$ cat src/hdl/lcw_pkg.sv
// shared types, codes and constant tables for the character display writer
`timescale 1ns / 1ps
package lcw_pkg;

  localparam int DEF_LINE_WIDTH = 16;
  localparam int DEF_LINE_COUNT = 2;
  localparam int QUEUE_DEPTH    = 4;
  localparam int NUM_DIGITS     = 5;
  localparam int SEQ_LEN        = 10;

  localparam logic [2:0] OP_TEXT   = 3'd0;
  localparam logic [2:0] OP_RAW    = 3'd1;
  localparam logic [2:0] OP_NUMBER = 3'd2;
  localparam logic [2:0] OP_MOVE   = 3'd3;
  localparam logic [2:0] OP_BACK   = 3'd4;
  localparam logic [2:0] OP_CLEAR  = 3'd5;
  localparam logic [2:0] OP_INIT   = 3'd6;

  localparam logic [7:0] NEWLINE    = 8'd10;
  localparam logic [7:0] ADDR_LINE0 = 8'h80;
  localparam logic [7:0] ADDR_LINE1 = 8'hC0;
  localparam logic [7:0] ASCII_ZERO = 8'd48;
  localparam logic [6:0] COL_MAX    = 7'd127;
  localparam logic [7:0] NUM_STEP   = 8'd5;

  // init sequence followed by the clear sequence
  localparam logic [7:0] SEQ_BYTES [SEQ_LEN] = '{
    8'h33, 8'h32, 8'h28, 8'h08, 8'h0E, 8'h01, 8'h06, 8'h02,
    8'h01, 8'h02
  };
  localparam logic [3:0] SEQ_INIT_BASE  = 4'd0;
  localparam logic [2:0] SEQ_INIT_LAST  = 3'd7;
  localparam logic [3:0] SEQ_CLEAR_BASE = 4'd8;
  localparam logic [2:0] SEQ_CLEAR_LAST = 3'd1;

  localparam logic [16:0] POW10 [NUM_DIGITS] = '{
    17'd10000, 17'd1000, 17'd100, 17'd10, 17'd1
  };

  typedef struct packed {
    logic [2:0]  op;
    logic [7:0]  char_code;
    logic [15:0] number_value;
    logic [6:0]  target_column;
    logic [1:0]  target_row;
    logic [6:0]  back_amount;
  } cmd_t;

  typedef struct packed {
    logic [3:0] nibble;
    logic       is_data;
    logic       last;
  } wr_t;

  typedef enum logic [1:0] {
    JOB_BYTE   = 2'd0,
    JOB_SEQ    = 2'd1,
    JOB_NUMBER = 2'd2
  } job_kind_t;

  typedef struct packed {
    job_kind_t   kind;
    logic        is_data;
    logic [7:0]  byte_val;
    logic [3:0]  seq_base;
    logic [2:0]  seq_last;
    logic [15:0] number_value;
  } job_t;

  function automatic logic [7:0] addr_byte(input logic line, input logic [6:0] col);
    logic [7:0] base;
    base = line ? ADDR_LINE1 : ADDR_LINE0;
    return base + {1'b0, col};
  endfunction

endpackage

$ cat src/hdl/lcw_front.sv
// command front end: cursor tracking and job classification
`timescale 1ns / 1ps
module lcw_front #(
  parameter int LINE_WIDTH = lcw_pkg::DEF_LINE_WIDTH,
  parameter int LINE_COUNT = lcw_pkg::DEF_LINE_COUNT
) (
  input  logic          clk,
  input  logic          rst,
  input  lcw_pkg::cmd_t cmd,
  input  logic          accept,
  output logic          push,
  output lcw_pkg::job_t job
);
  import lcw_pkg::*;

  logic [6:0] col, col_next;
  logic       line, line_next;
  logic       emit;
  logic [7:0] num_sum;

  assign num_sum = {1'b0, col} + NUM_STEP;
  assign push    = accept && emit;

  always_comb begin
    col_next = col;
    line_next = line;
    emit = 1'b0;
    job = '0;
    job.kind = JOB_BYTE;
    job.number_value = cmd.number_value;
    unique case (cmd.op)
      OP_TEXT, OP_RAW: begin
        if (cmd.op == OP_TEXT && cmd.char_code == NEWLINE) begin
          line_next = (LINE_COUNT > 1) ? ~line : 1'b0;
          col_next = '0;
          emit = 1'b1;
          job.byte_val = addr_byte(line_next, 7'd0);
        end else if (col < 7'(LINE_WIDTH)) begin
          col_next = col + 7'd1;
          emit = 1'b1;
          job.is_data = 1'b1;
          job.byte_val = cmd.char_code;
        end
      end
      OP_NUMBER: begin
        col_next = num_sum[7] ? COL_MAX : num_sum[6:0];
        emit = 1'b1;
        job.kind = JOB_NUMBER;
        job.is_data = 1'b1;
      end
      OP_MOVE: begin
        if (cmd.target_row < 2'(LINE_COUNT) && cmd.target_column < 7'(LINE_WIDTH)) begin
          col_next = cmd.target_column;
          line_next = (cmd.target_row != 2'd0);
          emit = 1'b1;
          job.byte_val = addr_byte(line_next, cmd.target_column);
        end
      end
      OP_BACK: begin
        if (cmd.back_amount != 7'd0 && cmd.back_amount <= col) begin
          col_next = col - cmd.back_amount;
          emit = 1'b1;
          job.byte_val = addr_byte(line, col_next);
        end
      end
      OP_CLEAR: begin
        col_next = '0;
        line_next = 1'b0;
        emit = 1'b1;
        job.kind = JOB_SEQ;
        job.seq_base = SEQ_CLEAR_BASE;
        job.seq_last = SEQ_CLEAR_LAST;
      end
      OP_INIT: begin
        emit = 1'b1;
        job.kind = JOB_SEQ;
        job.seq_base = SEQ_INIT_BASE;
        job.seq_last = SEQ_INIT_LAST;
      end
      default: begin
        emit = 1'b0;
      end
    endcase
  end

  always_ff @(posedge clk) begin
    if (rst) begin
      col <= '0;
      line <= 1'b0;
    end else if (accept) begin
      col <= col_next;
      line <= line_next;
    end
  end

endmodule

$ cat src/hdl/lcw_queue.sv
// small job queue between the front end and the nibble sequencer
`timescale 1ns / 1ps
module lcw_queue (
  input  logic          clk,
  input  logic          rst,
  input  logic          push,
  input  lcw_pkg::job_t wdata,
  output logic          full,
  input  logic          pop,
  output logic          valid,
  output lcw_pkg::job_t rdata
);
  import lcw_pkg::*;

  localparam int PW = $clog2(QUEUE_DEPTH);
  localparam int CW = $clog2(QUEUE_DEPTH + 1);

  job_t          mem [QUEUE_DEPTH];
  logic [PW-1:0] wr_ptr, rd_ptr;
  logic [CW-1:0] count;

  assign full  = (count == CW'(QUEUE_DEPTH));
  assign valid = (count != '0);
  assign rdata = mem[rd_ptr];

  always_ff @(posedge clk) begin
    if (push) begin
      mem[wr_ptr] <= wdata;
    end
  end

  always_ff @(posedge clk) begin
    if (rst) begin
      wr_ptr <= '0;
      rd_ptr <= '0;
      count <= '0;
    end else begin
      if (push) begin
        wr_ptr <= wr_ptr + PW'(1);
      end
      if (pop) begin
        rd_ptr <= rd_ptr + PW'(1);
      end
      priority if (push && !pop) begin
        count <= count + CW'(1);
      end else if (pop && !push) begin
        count <= count - CW'(1);
      end
    end
  end

endmodule

$ cat src/hdl/lcw_back.sv
// nibble sequencer: expands queued jobs into registered nibble writes
`timescale 1ns / 1ps
module lcw_back (
  input  logic          clk,
  input  logic          rst,
  input  logic          q_valid,
  input  lcw_pkg::job_t head,
  output logic          pop,
  output logic          wr_valid,
  input  logic          wr_stall,
  output lcw_pkg::wr_t  wr
);
  import lcw_pkg::*;

  logic        phase;
  logic [2:0]  idx;
  logic [15:0] rem;
  logic [3:0]  digit;
  logic        load;
  logic        last_nib;
  logic [3:0]  nib;
  logic [7:0]  byte_cur;
  logic [3:0]  seq_idx;
  logic [15:0] r_cur;
  logic [16:0] th [10];
  logic [3:0]  d;
  logic [15:0] rem_next;

  assign load    = q_valid && (!wr_valid || !wr_stall);
  assign pop     = load && last_nib;
  assign seq_idx = head.seq_base + {1'b0, idx};
  assign r_cur   = (idx == 3'd0) ? head.number_value : rem;

  // decimal digit by comparing against the multiples of the place value
  always_comb begin
    for (int k = 0; k < 10; k++) begin
      th[k] = POW10[idx] * 17'(k);
    end
    d = 4'd0;
    for (int k = 1; k < 10; k++) begin
      if ({1'b0, r_cur} >= th[k]) begin
        d = 4'(k);
      end
    end
    rem_next = 16'({1'b0, r_cur} - th[d]);
  end

  always_comb begin
    byte_cur = head.byte_val;
    last_nib = phase;
    unique case (head.kind)
      JOB_BYTE: begin
        byte_cur = head.byte_val;
        last_nib = phase;
      end
      JOB_SEQ: begin
        byte_cur = SEQ_BYTES[seq_idx];
        last_nib = phase && (idx == head.seq_last);
      end
      JOB_NUMBER: begin
        byte_cur = {ASCII_ZERO[7:4], digit};
        last_nib = phase && (idx == 3'(NUM_DIGITS - 1));
      end
      default: begin
        byte_cur = head.byte_val;
        last_nib = phase;
      end
    endcase
    nib = phase ? byte_cur[3:0] : byte_cur[7:4];
  end

  always_ff @(posedge clk) begin
    if (rst) begin
      wr_valid <= 1'b0;
      phase <= 1'b0;
      idx <= '0;
    end else begin
      if (load) begin
        wr_valid <= 1'b1;
        if (last_nib) begin
          phase <= 1'b0;
          idx <= '0;
        end else if (phase) begin
          phase <= 1'b0;
          idx <= idx + 3'd1;
        end else begin
          phase <= 1'b1;
        end
      end else if (!wr_stall) begin
        wr_valid <= 1'b0;
      end
    end
  end

  always_ff @(posedge clk) begin
    if (load) begin
      wr.nibble <= nib;
      wr.is_data <= head.is_data;
      wr.last <= last_nib;
    end
    if (load && !phase) begin
      rem <= rem_next;
      digit <= d;
    end
  end

  a_phase_out: assert property (@(posedge clk) disable iff (rst)
    phase |-> wr_valid)
    else $error("low nibble pending without a held high nibble");

  a_job_held: assert property (@(posedge clk) disable iff (rst)
    (idx != 3'd0 || phase) |-> q_valid)
    else $error("job in progress left the queue");

  a_digit_range: assert property (@(posedge clk) disable iff (rst)
    (load && phase && head.kind == JOB_NUMBER) |-> (digit <= 4'd9))
    else $error("decimal digit out of range");

endmodule

$ cat src/hdl/char_lcd_cursor_writer.sv
// top level of the two-line character display nibble writer
`timescale 1ns / 1ps
// usage:
//   cmd channel (cmd_valid, cmd_stall, cmd) takes one command per transaction;
//   a transaction completes when cmd_valid is high and cmd_stall is low.
//   wr channel (wr_valid, wr_stall, wr) gives one 4-bit write per transaction,
//   high nibble of each byte first, with is_data as register select and last
//   on the final nibble of a command. commands with no effect give nothing.
//   with an idle sequencer the first nibble of a command passes through the
//   job queue and then the wr output register before it is valid. the
//   sequencer gives one nibble per cycle while wr_stall is low, so a
//   character or cursor command gives 2 nibbles, clear 4, a number 10 and
//   init 16; the front end takes a command every cycle while the four-entry
//   job queue has room, so cmd_stall rises only when that queue is full.
//   when wr_stall is high the current nibble holds on wr and the sequencer
//   waits; the queue keeps taking commands until it fills.
//   reset (rst, synchronous) sets cursor column and line to 0, empties the
//   queue and drops any nibble in flight.
module char_lcd_cursor_writer #(
  parameter int LINE_WIDTH = lcw_pkg::DEF_LINE_WIDTH,
  parameter int LINE_COUNT = lcw_pkg::DEF_LINE_COUNT
) (
  input  logic          clk,
  input  logic          rst,
  input  logic          cmd_valid,
  output logic          cmd_stall,
  input  lcw_pkg::cmd_t cmd,
  output logic          wr_valid,
  input  logic          wr_stall,
  output lcw_pkg::wr_t  wr
);
  import lcw_pkg::*;

  logic accept;
  logic push;
  logic full;
  logic pop;
  logic q_valid;
  job_t job_in;
  job_t job_head;

  assign cmd_stall = full;
  assign accept    = cmd_valid && !full;

  lcw_front #(
    .LINE_WIDTH(LINE_WIDTH),
    .LINE_COUNT(LINE_COUNT)
  ) u_front (
    .clk    (clk),
    .rst    (rst),
    .cmd    (cmd),
    .accept (accept),
    .push   (push),
    .job    (job_in)
  );

  lcw_queue u_queue (
    .clk   (clk),
    .rst   (rst),
    .push  (push),
    .wdata (job_in),
    .full  (full),
    .pop   (pop),
    .valid (q_valid),
    .rdata (job_head)
  );

  lcw_back u_back (
    .clk      (clk),
    .rst      (rst),
    .q_valid  (q_valid),
    .head     (job_head),
    .pop      (pop),
    .wr_valid (wr_valid),
    .wr_stall (wr_stall),
    .wr       (wr)
  );

endmodule
$ cat config.mk
export PLATFORM = sky130hd
export DESIGN_NAME = char_lcd_cursor_writer
export DESIGN_NICKNAME = d
export VERILOG_FILES = /design/src/hdl/lcw_pkg.sv /design/src/hdl/lcw_front.sv /design/src/hdl/lcw_queue.sv /design/src/hdl/lcw_back.sv /design/src/hdl/char_lcd_cursor_writer.sv
export SDC_FILE = /design/constraint.sdc
export NUM_CORES = 1
export LEC_CHECK = 0
export BUFFER_PORTS_ARGS = -buffer_cell sky130_fd_sc_hd__buf_2
export CAP_MARGIN = 10
export CORE_MARGIN = 2
export CORE_UTILIZATION = 65
export CTS_BUF_LIST = sky130_fd_sc_hd__clkbuf_4
export CTS_CLUSTER_DIAMETER = 50
export DETAILED_ROUTE_END_ITERATION = 10
export GPL_TIMING_DRIVEN = 1
export MAX_ROUTING_LAYER = met4
export PLACE_DENSITY = 0.83
export SYNTH_ARGS = -nofsm -noshare
export SYNTH_HDL_FRONTEND = slang
export SYNTH_SLANG_ARGS = --single-unit
$ cat constraint.sdc
create_clock -name clk -period 12.7 [get_ports clk]
set_clock_uncertainty 0.05 [all_clocks]
set_input_delay 2.54 -clock clk [delete_from_list [all_inputs] [get_ports clk]]
set_output_delay 2.54 -clock clk [all_outputs]
set_load 0.05 [all_outputs]
==> results.py <==
metrics = {
    "status": {
        "status": "finished, final reports clean",
    },
    "logic_synthesis": {
        "ys_top_cells_by_area": "edfxtp_1 32%, ha_1 15%, a21oi_1 3.5%",
        "syn-instance-count": 1392,
        "avgSynthCellArea_um2": 9.779,
        "synthSimpleGateAreaFrac_pct": 14.34,
        "synth.mux.area_fraction_pct": 7.161,
        "seq_area_frac_synth_pct": 35.44,
        "synth-compound-area-share_pct": 18.69,
        "synth_fa_ha_area_share_pct": 15.83,
        "yosysWarnings": 0,
        "yosysTopAreaCell": "edfxtp_1",
        "synthArstFlopShare_pct": 0,
        "synth_edf_count": 146,
        "synth_ff_type": "edfxtp_1",
        "netlist.area_leader.share_pct": 32.21,
        "synth-seq-cells": 168,
        "synthXorXnorAreaFrac_pct": 4.182,
        "synth_top_family_by_area": "compound AO/OA/AOI/OAI gates",
        "synthDistinctLibCells": 89,
        "netlist_area_um2": 13610,
    },
    "clock_network": {
        "cts.path.max_buffers": 2,
        "clock-root-buffer": "clkbuf_4",
        "clkLatencyLatePin_ns": 0.60,
        "ctsResizeCount": 0,
        "cts_setup_buffers": 0,
        "cts.sinks": 168,
        "cts.htree.levels": 4,
        "clkTransAtPathRegs_ns": 0.19,
        "tritoncts": "done",
        "hold_buffers": 0,
        "numCtsBuffers": 17,
    },
    "global_route": {
        "grt_pass1_wl_um": 62830,
        "grt_overflow": 0,
        "grt_max_degree": 35,
        "antenna_found_initial": 1,
        "grt_usage_pct": 38.45,
        "grt_pass1_vias": 11130,
    },
    "timing": {
        "rsz0062_at_grt": "no",
        "worst_pin_slew_ns": 1.198,
        "timing.final.crit_share_pct": 83.82,
        "period_needed_ns": 10.64,
        "setup_viol": 0,
        "relSlewSlack_pct": 19.80,
        "max_freq_ghz": 0.09394,
        "fin_ws_ns": 2.055,
        "fin_tns_setup_ns": 0,
        "slew_viol_final": 0,
        "finalHoldViolations": 0,
    },
    "setup_path": {
        "arrival_ns": 11.04,
        "cp-end-kind": "register",
        "cp_common_cell": "ha_1",
        "reg2reg_from": "u_back.idx[0]",
        "reg2reg_depth": 34,
        "startpoint": "u_back.idx[0]",
        "crit_type": "register to register",
        "cp_max_fo": 17,
        "critPathSlowestCell": "clkinv_1",
        "r2r-end": "u_back.rem[15]",
        "cpPeakStageDelay_ns": 0.78,
        "regToRegSetupSlack_ns": 2.06,
        "cp-start-kind": "register",
        "cp.required_ns": 13.10,
    },
    "drt": {
        "drt_iter0_drc": 1442,
        "wl_per_cell_um": 23.57,
        "drc": 0,
        "via_per_inst": 6.758,
        "firstDrtPassIters": 6,
        "ant_nets": 0,
        "wirelength_um": 40340,
        "vias": 11560,
    },
    "power_and_ir_drop": {
        "leakagePower_nw": 5.889,
        "powerDensity_nw_per_um2": 221.9,
        "ir_drop_v": 0.0001777,
    },
    "min_path": {
        "whs_endpoint": "u_back.wr_valid",
        "whs_path_depth": 2,
        "hold_start": "u_back.wr_valid",
        "min-delay-path-class": "register to register",
    },
    "die": {
        "num_rows": 52,
        "initial_core_util_pct": 66.84,
        "die_y_um": 148.7,
        "ios": 55,
        "die_area_um2": 22110,
        "fp.coreArea_um2": 20360,
        "die_w_um": 148.7,
    },
    "placement": {
        "io_buffers": 54,
        "gp_congestion": 1.033,
        "preCtsSetupSlack_ns": 2.483,
        "dp_hpwl_um": 30380,
        "placed_area_um2": 14130,
    },
    "final_layout": {
        "stdcell_area_um2": 14470,
        "nFillCells": 1534,
        "areaGrowthSynthToFinish_pct": 6.287,
        "fin_nets": 1640,
        "drive_gt1_share_pct": 11.47,
    },
    "flow_run": {
        "maxCapViolCount": 0,
    },
}
## layout by cell type (no fill, tap or decap), types with 21 or more instances in the layout
master and count:
inv_1 79, nor2_1 92, buf_4 21, nand3_1 23, ha_1 161, a21oi_1 95, xnor2_1 49, o21ai_0 83
buf_2 54, nor2b_1 28, edfxtp_1 146, mux2i_1 40, a21o_1 35, nand2_1 107
## cell families after synthesis
family          count (synthesis)
simple gates                  389
compound gates                380
fa+ha+maj                     169
flops                         168
buf+inv                       149
mux                            71
xor+xnor                       65
other cells                     1
## synth_stat cells, types with 6 or more instances
library cell,instances
o22ai_1,8
a221oi_1,10
and3_1,12
or2_2,8
nor4_1,8
or3_1,10
buf_1,7
nor4b_1,6
dfxtp_1,22
nor2b_1,29
a21oi_1,95
nor2_1,92
o21ai_0,83
buf_2,10
a22oi_1,11
clkbuf_1,40
o21a_1,6
nand2b_1,17
xnor2_1,49
mux2_2,11
nand4_1,16
o211ai_1,15
mux4_2,20
nor3_1,16
edfxtp_1,146
a21boi_0,7
mux2i_1,40
xor2_1,16
fa_1,6
ha_1,161
a31oi_1,11
nand2_1,107
a21o_1,35
nand3_1,23
a211oi_1,11
inv_1,79
and2_1,18
a311oi_1,6
## per-stage QoR
step	hold WS, ns	std cells	util, %	total power, W
after detailed placement	0.4385	1677	69.39	0.002798
final	0.4543	1711	71.04	0.003211
after CTS	0.4600	1709	71.02	0.003151
after global routing	0.4854	1711	71.04	0.003424
after global placement	0.4026	1677	69.39	0.002768
after floorplan	0.4163	1393	-	0.002273
## worst max path at each step
stage	slack, ns	end
floorplan	3.73	u_back.rem[15]
global placement	2.80	u_back.rem[15]
detailed placement	2.48	u_back.rem[15]
CTS	2.38	u_back.rem[15]
global route	1.14	u_back.rem[15]
finish	2.06	u_back.rem[15]
## layer usage
| metal | share of wire (%) | up-vias | routed length, µm | global-route usage [%] |
|---|---|---|---|---|
| met5 | 0 | - | 0 | - |
| li1 | - | 5301 | - | - |
| met4 | 3.4 | 0 | 1376 | 12.52 |
| met2 | 44 | 619 | 17810 | 56.71 |
| met3 | 10 | 107 | 4140 | 7.638 |
| met1 | 42 | 5536 | 17010 | 53.78 |
## flip-flops by register name, indices dropped and copies added (netlist names), named ones only
signal	cells
u_queue.count	3
u_back.wr	6
u_queue.mem	120
u_back.wr_valid	1
u_queue.wr_ptr	2
u_back.rem	16
u_back.digit	4
u_front.col	7
u_queue.rd_ptr	2
u_front.line	1
u_back.idx	3
u_back.phase	1
## layout make-up
type,instances,area [µm²],area share (%)
Timing Repair Buffer,75,427.9,2.958
Sequential cell,168,4827,33.37
Multi-Input combinational cell,1076,8205,56.72
Clock inverter,15,203.9,1.410
Clock buffer,17,127.6,0.8821
Tap cell,270,337.8,2.335
Antenna cell,2,5.005,0.03459
Inverter,88,332.8,2.300
## where the power goes
group          switching, W  internal [W]  total [W]
clock              0.000247     0.0000996   0.000346
combinational       0.00126      0.000782    0.00204
sequential        0.0000702      0.000756   0.000826
total               0.00157       0.00164    0.00321
## worst max-delay path: cells and delay by family (launching register included)
family | cells | cell delay (ns)
simple gates | 8 | 2.43
xor+xnor | 1 | 0.16
compound gates | 17 | 3.97
buf+inv | 3 | 1.37
fa+ha+maj | 5 | 1.78
flops | 1 | 0.69
(Power assumes the default switching activity.)
